==> src/rmes_pkg.sv <==
// Shared constants, operation codes and helper functions of the register machine execute step.
package rmes_pkg;

	localparam int REG_COUNT     = 16;
	localparam int PROGRAM_DEPTH = 1024;

	localparam int DATA_W    = 64;
	localparam int FIELD_W   = 32;
	localparam int LEN_W     = 11;
	localparam int OUT_PC_W  = 10;
	localparam int MUL_CNT_W = 32;
	localparam int IDX_W     = $clog2(REG_COUNT);
	localparam int PC_W      = $clog2(PROGRAM_DEPTH);

	typedef logic [1:0]          op_t;
	typedef logic [DATA_W-1:0]   word_t;
	typedef logic [IDX_W-1:0]    idx_t;
	typedef logic [PC_W-1:0]     pc_t;
	typedef logic [LEN_W-1:0]    len_t;

	localparam op_t OP_SET = 2'd0;
	localparam op_t OP_SUB = 2'd1;
	localparam op_t OP_MUL = 2'd2;
	localparam op_t OP_JNZ = 2'd3;

	localparam logic [MUL_CNT_W-1:0] MUL_CNT_MAX = '1;

	// Widen a 32-bit immediate with its sign.
	function automatic word_t sext_field(input logic [FIELD_W-1:0] v);
		return {{(DATA_W-FIELD_W){v[FIELD_W-1]}}, v};
	endfunction

	// An index, as an unsigned 32-bit pattern, names a real register.
	function automatic logic idx_in_range(input logic [FIELD_W-1:0] v);
		return v < FIELD_W'(REG_COUNT);
	endfunction

endpackage

==> src/register_machine_execute_step.sv <==
// Execute step of a set / subtract / multiply / jump-if-nonzero register machine.
//
// One decoded instruction enters per beat on the in_* channel (valid/ready) and
// one result leaves per instruction on the out_* channel (valid/ready), in order.
// The register file is read as the beat is accepted into the input stage, and the
// instruction then executes from the input stage, loading the output register.
// Set, subtract and jump sustain one instruction per cycle while the output is
// not stalled; a multiply holds its slot in the input stage, so no new instruction
// enters, while the 64-bit product is built from three 32x32 partial products on
// one shared multiplier. A write to a register is forwarded to the read of the
// following instruction, so no bubbles appear between dependent instructions.
// cfg_we writes program_length from cfg_wdata; write it only while idle.
// Reset clears the register file (through per-register valid bits), the program
// counter, the stop flag and the multiply count; program_length resets to zero,
// so the machine reads as halted until a length is written.
// When the receiver stalls, the result holds in the output register, one more
// instruction may be accepted and waits in the input stage, and then in_ready
// falls until the result beat is taken.
module register_machine_execute_step (
	input  logic                              clk,
	input  logic                              arst_n,
	input  logic                              cfg_we,
	input  logic [rmes_pkg::LEN_W-1:0]        cfg_wdata,
	input  logic                              in_valid,
	output logic                              in_ready,
	input  logic [1:0]                        op_code,
	input  logic                              first_is_immediate,
	input  logic signed [rmes_pkg::FIELD_W-1:0] first_operand,
	input  logic                              second_is_immediate,
	input  logic signed [rmes_pkg::FIELD_W-1:0] second_operand,
	output logic                              out_valid,
	input  logic                              out_ready,
	output logic [rmes_pkg::OUT_PC_W-1:0]     next_counter,
	output logic                              halted,
	output logic signed [rmes_pkg::DATA_W-1:0]  written_value,
	output logic [rmes_pkg::MUL_CNT_W-1:0]    multiply_total
);
	import rmes_pkg::*;

	// architectural state
	word_t                  rf_mem [REG_COUNT];
	logic [REG_COUNT-1:0]   rf_vld_q;
	pc_t                    pc_q;
	logic                   stopped_q;
	logic [MUL_CNT_W-1:0]   mul_cnt_q;
	len_t                   prog_len_q;

	// input stage
	logic                   valid_s1;
	op_t                    op_s1;
	logic                   fi_s1;
	logic [FIELD_W-1:0]     fo_s1;
	logic                   si_s1;
	logic [FIELD_W-1:0]     so_s1;
	word_t                  rd_a_s1;
	word_t                  rd_b_s1;
	logic                   dst_ok_s1;

	// multiply sequencer
	logic [1:0]             mstep_q;
	word_t                  macc_q;

	// output register
	logic                   out_valid_q;
	logic [OUT_PC_W-1:0]    next_counter_q;
	logic                   halted_q;
	word_t                  written_q;
	logic [MUL_CNT_W-1:0]   mul_total_q;

	logic                   in_fire;
	logic                   exec_fire;
	logic                   halted_now;
	logic                   mul_need;
	word_t                  src;
	word_t                  test_val;
	word_t                  pc_w;
	word_t                  len_w;
	word_t                  target;
	logic                   target_ok;
	word_t                  written;
	logic                   wr_en;
	idx_t                   wr_idx;
	idx_t                   raddr_a;
	idx_t                   raddr_b;
	logic                   rok_a;
	logic                   rok_b;
	len_t                   eff_len;
	pc_t                    pc_next;
	logic                   stopped_next;
	logic [MUL_CNT_W-1:0]   mul_cnt_next;
	logic [FIELD_W-1:0]     mul_a;
	logic [FIELD_W-1:0]     mul_b;
	word_t                  mul_p;

	always_comb begin
		eff_len = (prog_len_q > LEN_W'(PROGRAM_DEPTH)) ? LEN_W'(PROGRAM_DEPTH) : prog_len_q;
		pc_w    = DATA_W'(pc_q);
		len_w   = DATA_W'(eff_len);
		halted_now = stopped_q || (pc_w >= len_w);

		src      = si_s1 ? sext_field(so_s1) : rd_b_s1;
		test_val = fi_s1 ? sext_field(fo_s1) : rd_a_s1;
		mul_need = valid_s1 && !halted_now && (op_s1 == OP_MUL);

		if ((op_s1 == OP_JNZ) && (test_val != '0)) begin
			target = pc_w + src;
		end else begin
			target = pc_w + DATA_W'(1);
		end
		target_ok = target < len_w;

		written = '0;
		if (!halted_now) begin
			case (op_s1)
				OP_SET:  written = src;
				OP_SUB:  written = rd_a_s1 - src;
				OP_MUL:  written = macc_q;
				default: written = '0;
			endcase
		end

		pc_next      = pc_q;
		stopped_next = stopped_q;
		mul_cnt_next = mul_cnt_q;
		if (!halted_now) begin
			if (target_ok) begin
				pc_next = target[PC_W-1:0];
			end else begin
				stopped_next = 1'b1;
			end
			if ((op_s1 == OP_MUL) && (mul_cnt_q != MUL_CNT_MAX)) begin
				mul_cnt_next = mul_cnt_q + MUL_CNT_W'(1);
			end
		end
	end

	// the instruction retires once the output register is free and, for a multiply, its product is complete
	assign exec_fire = valid_s1 && (!out_valid_q || out_ready) && (!mul_need || (mstep_q == 2'd3));
	assign in_ready  = !valid_s1 || exec_fire;
	assign in_fire   = in_valid && in_ready;

	assign wr_en  = exec_fire && !halted_now && (op_s1 != OP_JNZ) && dst_ok_s1;
	assign wr_idx = fo_s1[IDX_W-1:0];

	assign raddr_a = first_operand[IDX_W-1:0];
	assign raddr_b = second_operand[IDX_W-1:0];
	assign rok_a   = idx_in_range(first_operand);
	assign rok_b   = idx_in_range(second_operand);

	// partial products: lo*lo, then lo*hi and hi*lo into the upper half
	always_comb begin
		mul_a = (mstep_q == 2'd2) ? rd_a_s1[DATA_W-1:FIELD_W] : rd_a_s1[FIELD_W-1:0];
		mul_b = (mstep_q == 2'd1) ? src[DATA_W-1:FIELD_W] : src[FIELD_W-1:0];
		mul_p = DATA_W'(mul_a) * DATA_W'(mul_b);
	end

	always_ff @(posedge clk or negedge arst_n) begin
		if (!arst_n) begin
			mstep_q <= 2'd0;
		end else if (exec_fire) begin
			mstep_q <= 2'd0;
		end else if (mul_need && (mstep_q != 2'd3)) begin
			mstep_q <= mstep_q + 2'd1;
		end
	end

	always_ff @(posedge clk) begin
		if (mul_need && (mstep_q != 2'd3)) begin
			if (mstep_q == 2'd0) begin
				macc_q <= mul_p;
			end else begin
				macc_q[DATA_W-1:FIELD_W] <= macc_q[DATA_W-1:FIELD_W] + mul_p[FIELD_W-1:0];
			end
		end
	end

	// register file
	always_ff @(posedge clk) begin
		if (wr_en) begin
			rf_mem[wr_idx] <= written;
		end
	end

	always_ff @(posedge clk or negedge arst_n) begin
		if (!arst_n) begin
			rf_vld_q <= '0;
		end else if (wr_en) begin
			rf_vld_q[wr_idx] <= 1'b1;
		end
	end

	// register read on acceptance, with the retiring write forwarded
	always_ff @(posedge clk) begin
		if (in_fire) begin
			op_s1     <= op_code;
			fi_s1     <= first_is_immediate;
			fo_s1     <= first_operand;
			si_s1     <= second_is_immediate;
			so_s1     <= second_operand;
			dst_ok_s1 <= rok_a;
			if (!rok_a) begin
				rd_a_s1 <= '0;
			end else if (wr_en && (wr_idx == raddr_a)) begin
				rd_a_s1 <= written;
			end else if (rf_vld_q[raddr_a]) begin
				rd_a_s1 <= rf_mem[raddr_a];
			end else begin
				rd_a_s1 <= '0;
			end
			if (!rok_b) begin
				rd_b_s1 <= '0;
			end else if (wr_en && (wr_idx == raddr_b)) begin
				rd_b_s1 <= written;
			end else if (rf_vld_q[raddr_b]) begin
				rd_b_s1 <= rf_mem[raddr_b];
			end else begin
				rd_b_s1 <= '0;
			end
		end
	end

	always_ff @(posedge clk or negedge arst_n) begin
		if (!arst_n) begin
			valid_s1 <= 1'b0;
		end else if (in_fire) begin
			valid_s1 <= 1'b1;
		end else if (exec_fire) begin
			valid_s1 <= 1'b0;
		end
	end

	// machine state and configuration
	always_ff @(posedge clk or negedge arst_n) begin
		if (!arst_n) begin
			pc_q       <= '0;
			stopped_q  <= 1'b0;
			mul_cnt_q  <= '0;
			prog_len_q <= '0;
		end else begin
			if (cfg_we) begin
				prog_len_q <= cfg_wdata;
			end
			if (exec_fire) begin
				pc_q      <= pc_next;
				stopped_q <= stopped_next;
				mul_cnt_q <= mul_cnt_next;
			end
		end
	end

	// output register
	always_ff @(posedge clk or negedge arst_n) begin
		if (!arst_n) begin
			out_valid_q <= 1'b0;
		end else if (exec_fire) begin
			out_valid_q <= 1'b1;
		end else if (out_ready) begin
			out_valid_q <= 1'b0;
		end
	end

	always_ff @(posedge clk) begin
		if (exec_fire) begin
			next_counter_q <= OUT_PC_W'(DATA_W'(pc_next));
			halted_q       <= stopped_next || (DATA_W'(pc_next) >= len_w);
			written_q      <= written;
			mul_total_q    <= mul_cnt_next;
		end
	end

	assign out_valid      = out_valid_q;
	assign next_counter   = next_counter_q;
	assign halted         = halted_q;
	assign written_value  = written_q;
	assign multiply_total = mul_total_q;

endmodule

==> config.mk <==
export PLATFORM = sky130hd
export DESIGN_NAME = register_machine_execute_step
export DESIGN_NICKNAME = d
export VERILOG_FILES = /design/src/rmes_pkg.sv /design/src/register_machine_execute_step.sv
export SDC_FILE = /design/constraint.sdc
export NUM_CORES = 2
export LEC_CHECK = 0
export ABC_AREA = 1
export BUFFER_PORTS_ARGS = -buffer_cell sky130_fd_sc_hd__buf_2
export CAP_MARGIN = 25
export CORE_MARGIN = 1
export CORE_UTILIZATION = 36
export DETAILED_ROUTE_END_ITERATION = 12
export HOLD_SLACK_MARGIN = 0.05
export SYNTH_ARGS = -nofsm -noshare
export SYNTH_HDL_FRONTEND = slang
export SYNTH_SLANG_ARGS = --single-unit
export TNS_END_PERCENT = 100
==> constraint.sdc <==
create_clock -name clk -period 11.7 [get_ports clk]
set_input_delay 1.755 -clock clk [delete_from_list [all_inputs] [get_ports clk]]
set_output_delay 1.755 -clock clk [all_outputs]
set_load 0.03 [all_outputs]
### Yosys cells after proc, flatten, opt, wreduce, memory -nomap -nowiden

Memory sizes are Yosys's and may differ from the RTL's.
Cells that the tools add are included.

| word-level totals | value |
|---|---|
| output and inout bits | 109 |
| logic and storage cells | 115 |
| bits of input ports | 84 |
| memory bits (writable) | 1024 |
| memories | 1 |
| memory bits (read-only) | 0 |
| register bits | 442 |
| bits in latches | 0 |

Memories:

| name | depth | bits a word | read ports | clocked after Yosys merged registers in | wr ports | RTL line | RTL |
|---|---|---|---|---|---|---|---|
| rf_mem | 16 | 64 | 2 | 0 | 1 | register_machine_execute_step.sv:41 | `word_t rf_mem [REG_COUNT];` |

| operators by class | value |
|---|---|
| shift operators | 0 |
| equal/unequal tests | 11 |
| add/sub/neg operators | 6 |
| magnitude comparators | 10 |
| divide/modulo/power cells | 0 |
| multiplexer cells | 33 |
| bitwise gates (word level) | 1 |
| reduce and logical (&&, ||, !) cells | 30 |
| multiply operators | 1 |

Operators by type and width:

| kind | count |
|---|---|
| $mux W64 | 8 |
| $pmux W64 S3 | 1 |
| $mux W32 | 5 |
| $add A10 B64 Y64 | 1 |
| $lt A32 B5 Y1 const B | 2 |
| $lt A64 B11 Y1 | 1 |
| $mul A32 B32 Y64 | 1 |
| $reduce_bool A64 Y1 | 1 |
| $sub A64 B64 Y64 | 1 |
| $add A32 B1 Y32 const B | 1 |
| $add A32 B32 Y32 | 1 |
| $ne A32 B32 Y1 const B | 1 |
| $ge A10 B11 Y1 | 2 |
| $mux W10 | 2 |
| $or A16 B16 Y16 | 1 |
| $lt A4 B5 Y1 const B | 3 |
| $logic_and A1 B1 Y1 | 14 |
| $add A10 B1 Y11 const B | 1 |
| $gt A11 B11 Y1 const B | 1 |
| $mux W1 | 11 |
| $mux W11 | 1 |
| $bmux W1 S4 | 2 |
| $eq A2 B2 Y1 const B | 4 |
| $eq A4 B4 Y1 | 2 |
| 11 further kinds | 24 |

### Logic depth before layout (Yosys ltp)

| depth | value |
|---|---|
| depth in word-level cells | 15 |
| depth in mapped cells | 50 |
| mapped depth without buffers | 46 |

### Worst setup path after synthesis

OpenSTA, ideal clock, no wires.

| timing | value |
|---|---|
| kind | flip-flop to flip-flop |
| start | register prog_len_q[5] |
| end | register dst_ok_s1 (enable) |
| required time | 10.881 ns |
| cell stages (with the launch flop) | 17 |
| path slack | -0.829 ns |
| period minus slack after synthesis | 12.529 ns |
| arrival | 11.711 ns |
| library setup time | 0.819 ns |
| path buffers | 1 |
| cells stage by stage | dfrtp_1 -> inv_1 -> nand4_1 -> nor4_1 -> nor2_1 -> inv_1 -> nand2_1 -> ha_1 -> nand2_1 -> nor4_1 -> nand4_1 -> nand2_1 -> nor2_4 -> nand2_1 -> nand2_1 -> clkbuf_1 -> a21oi_1 |

| between the ends | value |
|---|---|
| word-level cells in the longest chain between the ends | 12 |

Ends and longest elaborated chain:

| what | RTL line | RTL |
|---|---|---|
| start, declared | register_machine_execute_step.sv:46 | `len_t prog_len_q;` |
| start signal, assigned | register_machine_execute_step.sv:241 | `prog_len_q <= cfg_wdata;` |
| $gt A11 B11 Y1 | register_machine_execute_step.sv:96 | `eff_len = (prog_len_q > LEN_W'(PROGRAM_DEPTH)) ? LEN_W'(PROGRAM_DEPTH) : prog_len_q;` |
| $mux W11 * | register_machine_execute_step.sv:96 |  |
| $ge A10 B11 Y1 * | register_machine_execute_step.sv:99 | `halted_now = stopped_q \|\| (pc_w >= len_w);` |
| $logic_or A1 B1 Y1 * | register_machine_execute_step.sv:99 |  |
| $logic_not A1 Y1 * | register_machine_execute_step.sv:103 | `mul_need = valid_s1 && !halted_now && (op_s1 == OP_MUL);` |
| $logic_and A1 B1 Y1 * (2 in series) | register_machine_execute_step.sv:103 |  |
| $logic_not A1 Y1 * | register_machine_execute_step.sv:138 | `assign exec_fire = valid_s1 && (!out_valid_q \|\| out_ready) && (!mul_need \|\| (mstep_q == 2'd3));` |
| $logic_or A1 B1 Y1 * | register_machine_execute_step.sv:138 |  |
| $logic_and A1 B1 Y1 * | register_machine_execute_step.sv:138 |  |
| $logic_or A1 B1 Y1 * | register_machine_execute_step.sv:139 | `assign in_ready = !valid_s1 \|\| exec_fire;` |
| $logic_and A1 B1 Y1 * | register_machine_execute_step.sv:140 | `assign in_fire = in_valid && in_ready;` |
| via in_fire | register_machine_execute_step.sv:70 | `logic in_fire;` |
| end signal, assigned | register_machine_execute_step.sv:200 | `dst_ok_s1 <= rok_a;` |
| end, declared | register_machine_execute_step.sv:57 | `logic dst_ok_s1;` |

The timed path passes the listed nets; every way through them passes the cells marked *.
A chain may end at the register's enable or synchronous reset.

### Worst setup path after layout

| timing | value |
|---|---|
| start | register si_s1 |
| end | register macc_q[63] (data pin) |

| between the ends | value |
|---|---|
| word-level cells in the longest chain between the ends | 5 |

Ends and longest elaborated chain:

| what | RTL line | RTL |
|---|---|---|
| start, declared | register_machine_execute_step.sv:53 | `logic si_s1;` |
| start signal, assigned | register_machine_execute_step.sv:198 | `si_s1 <= second_is_immediate;` |
| $mux W64 | register_machine_execute_step.sv:101 | `src = si_s1 ? sext_field(so_s1) : rd_b_s1;` |
| $mux W32 | register_machine_execute_step.sv:153 | `mul_b = (mstep_q == 2'd1) ? src[DATA_W-1:FIELD_W] : src[FIELD_W-1:0];` |
| $mul A32 B32 Y64 | register_machine_execute_step.sv:154 | `mul_p = DATA_W'(mul_a) * DATA_W'(mul_b);` |
| via mul_p[30] | register_machine_execute_step.sv:93 | `word_t mul_p;` |
| $add A32 B32 Y32 | register_machine_execute_step.sv:172 | `macc_q[DATA_W-1:FIELD_W] <= macc_q[DATA_W-1:FIELD_W] + mul_p[FIELD_W-1:0];` |
| $mux W32 | register_machine_execute_step.sv:169 | `if (mstep_q == 2'd0) begin` |
| end signal, assigned | register_machine_execute_step.sv:170 | `macc_q <= mul_p;` |
| end signal, assigned by index | register_machine_execute_step.sv:172 |  |
| end, declared | register_machine_execute_step.sv:61 | `word_t macc_q;` |

The timed path passes the listed nets, and every way through them passes these cells.

==> results.json <==
{
  "finalWirelength_mm": 450,
  "core_sq_um": 310000,
  "setup_tns_ns": 0,
  "die_w_microns": 560,
  "cts_hold_buf": 0,
  "syn_inst": 12848,
  "crit_required_ns": 12.27,
  "synth_top_family_by_area": "adder cells",
  "die_area_sq_um": 314000,
  "syn_nets": 14236,
  "clock_skew_ns": 0.0974,
  "critPathSlowestCell": "clkinv_2",
  "place_congestion": 1.07,
  "synthArstFlopShare": 0.0505,
  "period_needed_ns": 11.05,
  "drt-initial-drc-count": 11284,
  "grt_pass1_wl_mm": 643,
  "ant_nets": 0,
  "fin_nets": 14164,
  "cts_resized": 0,
  "cts.clk_slew.worst_paths_ns": 0.07,
  "rsz0062_at_grt": "no",
  "drv_cap": 0,
  "clkSinkCount": 1466,
  "num_io_pins": 193,
  "seq_area_frac_synth": 0.389,
  "synthAdderAreaFrac": 0.205,
  "fmax_ghz": 0.0905,
  "area_growth_syn_to_layout_pct": 10.2,
  "cts_max_level": 4,
  "holdPathStages": 2,
  "clock_path_buffers": 4,
  "syn_area_sq_um": 112000,
  "post_drt_wl_per_cell_microns": 26.4,
  "tightest_slew_ns": 1.36,
  "yosysMostFrequentCell": "nand2_1",
  "route.detailed.drc": 0,
  "insertion_delay_ns": 0.90,
  "synth_top_flop_cell": "edfxtp_1",
  "overflow": 0,
  "first_pass_iters": 7,
  "m1WireLength_mm": 182,
  "path_delay_family": "adder cells",
  "slew_headroom": 0.0905,
  "arrival_ns": 11.62,
  "synth_top_cell_by_area": "edfxtp_1",
  "cts_tree": "done",
  "path_depth": 38,
  "critPathMaxFanout": 47,
  "grt_max_degree": 193,
  "antenna_found_initial": 18,
  "critPathCaptureType": "flop",
  "vias": 95986,
  "max_stage_delay_ns": 0.68,
  "grt_pass1_vias": 91427,
  "slew_violations": 0,
  "fp.dieH_microns": 560,
  "wl_met2_mm": 198,
  "finalHoldViolCount": 0,
  "synth-xor-area-share": 0.00905,
  "setup_viol": 0,
  "crit_buf_inv": 12,
  "maxUsedRoutingLayer": "met5",
  "synth_mux_area_frac": 0.000100,
  "synth_compound_area_frac": 0.154,
  "hp-class": "reg -> reg",
  "synth_edf_count": 1392,
  "cts-root-buf": "clkbuf_16",
  "drive_gt1_frac": 0.0703,
  "synth_top_area_frac": 0.372,
  "grt_util_all_layers": 0.280,
  "num_rows": 204,
  "ys_top_cells_by_count": "2129 x nand2_1, 1907 x inv_1, 1392 x edfxtp_1",
  "post_cts_buffers": 0,
  "synth_area_leaders": "edfxtp_1 37%, fa_1 16%, nand2_1 7.1%, inv_1 6.4%, o21ai_0 6.0%",
  "path_class": "reg -> reg",
  "crit_path_start_kind": "flop",
  "met3WireLength_mm": 48.4,
  "avgSynthCellArea_sq_um": 8.74,
  "r2r_cells": 38,
  "start_util": 0.363,
  "synth_simple_gate_area_frac": 0.153,
  "period_share": 0.945,
  "vias_per_cell": 5.64,
  "ys_seq_elements": 1466,
  "synth_warnings": 0,
  "hpwl_mm": 325,
  "numPortBuffers": 192,
  "cts-buffers-inserted": 168,
  "status": "completed",
  "synth.distinct_cells": 57
}
-- cell usage in the layout (no fill, tap or decap), types with 61 or more instances in the layout --
cell	instances
xor2_1	93
buf_2	183
ha_1	405
clkbuf_16	170
dfrtp_1	74
nand2_1	2124
fa_1	899
nor3_1	61
nand3_1	613
inv_1	1898
clkinv_1	66
edfxtp_1	1392
o211ai_1	368
o21ai_0	1334
a21oi_1	1119
buf_4	259
nor2_1	1103
-- through the flow --
step	instances	setup WS [ns]	hold WS, ns	util	area (sq um)
6_report	17026	0.649	0.481	0.399	124000
5_1_grt	17024	0.186	0.498	0.399	124000
4_1_cts	17021	0.510	0.476	0.399	124000
3_5_place_dp	16723	0.654	0.463	0.382	118000
3_3_place_gp	16716	0.771	0.457	0.382	118000
2_1_floorplan	12848	2.87	0.439	-	112000
-- kinds of logic after synthesis --
family,after synthesis
XOR/XNOR,116
flip-flops,1466
AND/OR/NAND/NOR,4159
multiplexers,1
AO/OA/AOI/OAI,3139
buffers and inverters,2663
adder cells (fa/ha/maj),1304
-- state kept, by name (all words and copies together) (netlist names), 64 cells and up --
name,count
written_value,64
rf_mem,1024
rd_a_s1,64
macc_q,64
rd_b_s1,64
-- layout make-up --
type                       count  area [sq um]
fill                       30976        186000
multi-input combinational   8719         58800
sequential                  1466         43700
inverter                    1955          7370
tap                         4120          5150
clock buffer                 199          4370
timing repair buffer         466          3280
clock inverter                99          1000
antenna                        2          5.00
-- tightest hold or removal path: cells and delay by family (launching register included) --
family	cells	cell delay, ns
AO/OA/AOI/OAI	1	0.07
buffers and inverters	1	0.06
flip-flops	1	0.32
-- metal layers --
metal	track usage	up-vias
met5	0	-
met4	0.118	18
met3	0.0631	929
met2	0.433	5011
met1	0.378	47517
li1	-	42511
-- path summary, 6_finish.rpt --
kind / from / endpoint / slack (ns)
hold reg to reg: rf_vld_q[1] / rf_vld_q[1] / 0.48
max in group asynchronous: arst_n / rf_vld_q[5] / 9.88
hold / removal: rf_vld_q[1] / rf_vld_q[1] / 0.48
setup reg to reg: si_s1 / macc_q[63] / 0.65
setup / recovery: si_s1 / macc_q[63] / 0.65
min in group asynchronous: arst_n / mul_cnt_q[27] / 0.80
Power is left out: the tool's default activity adds up to more than one toggle a clock period on the data nets, which glitch-free logic cannot reach.
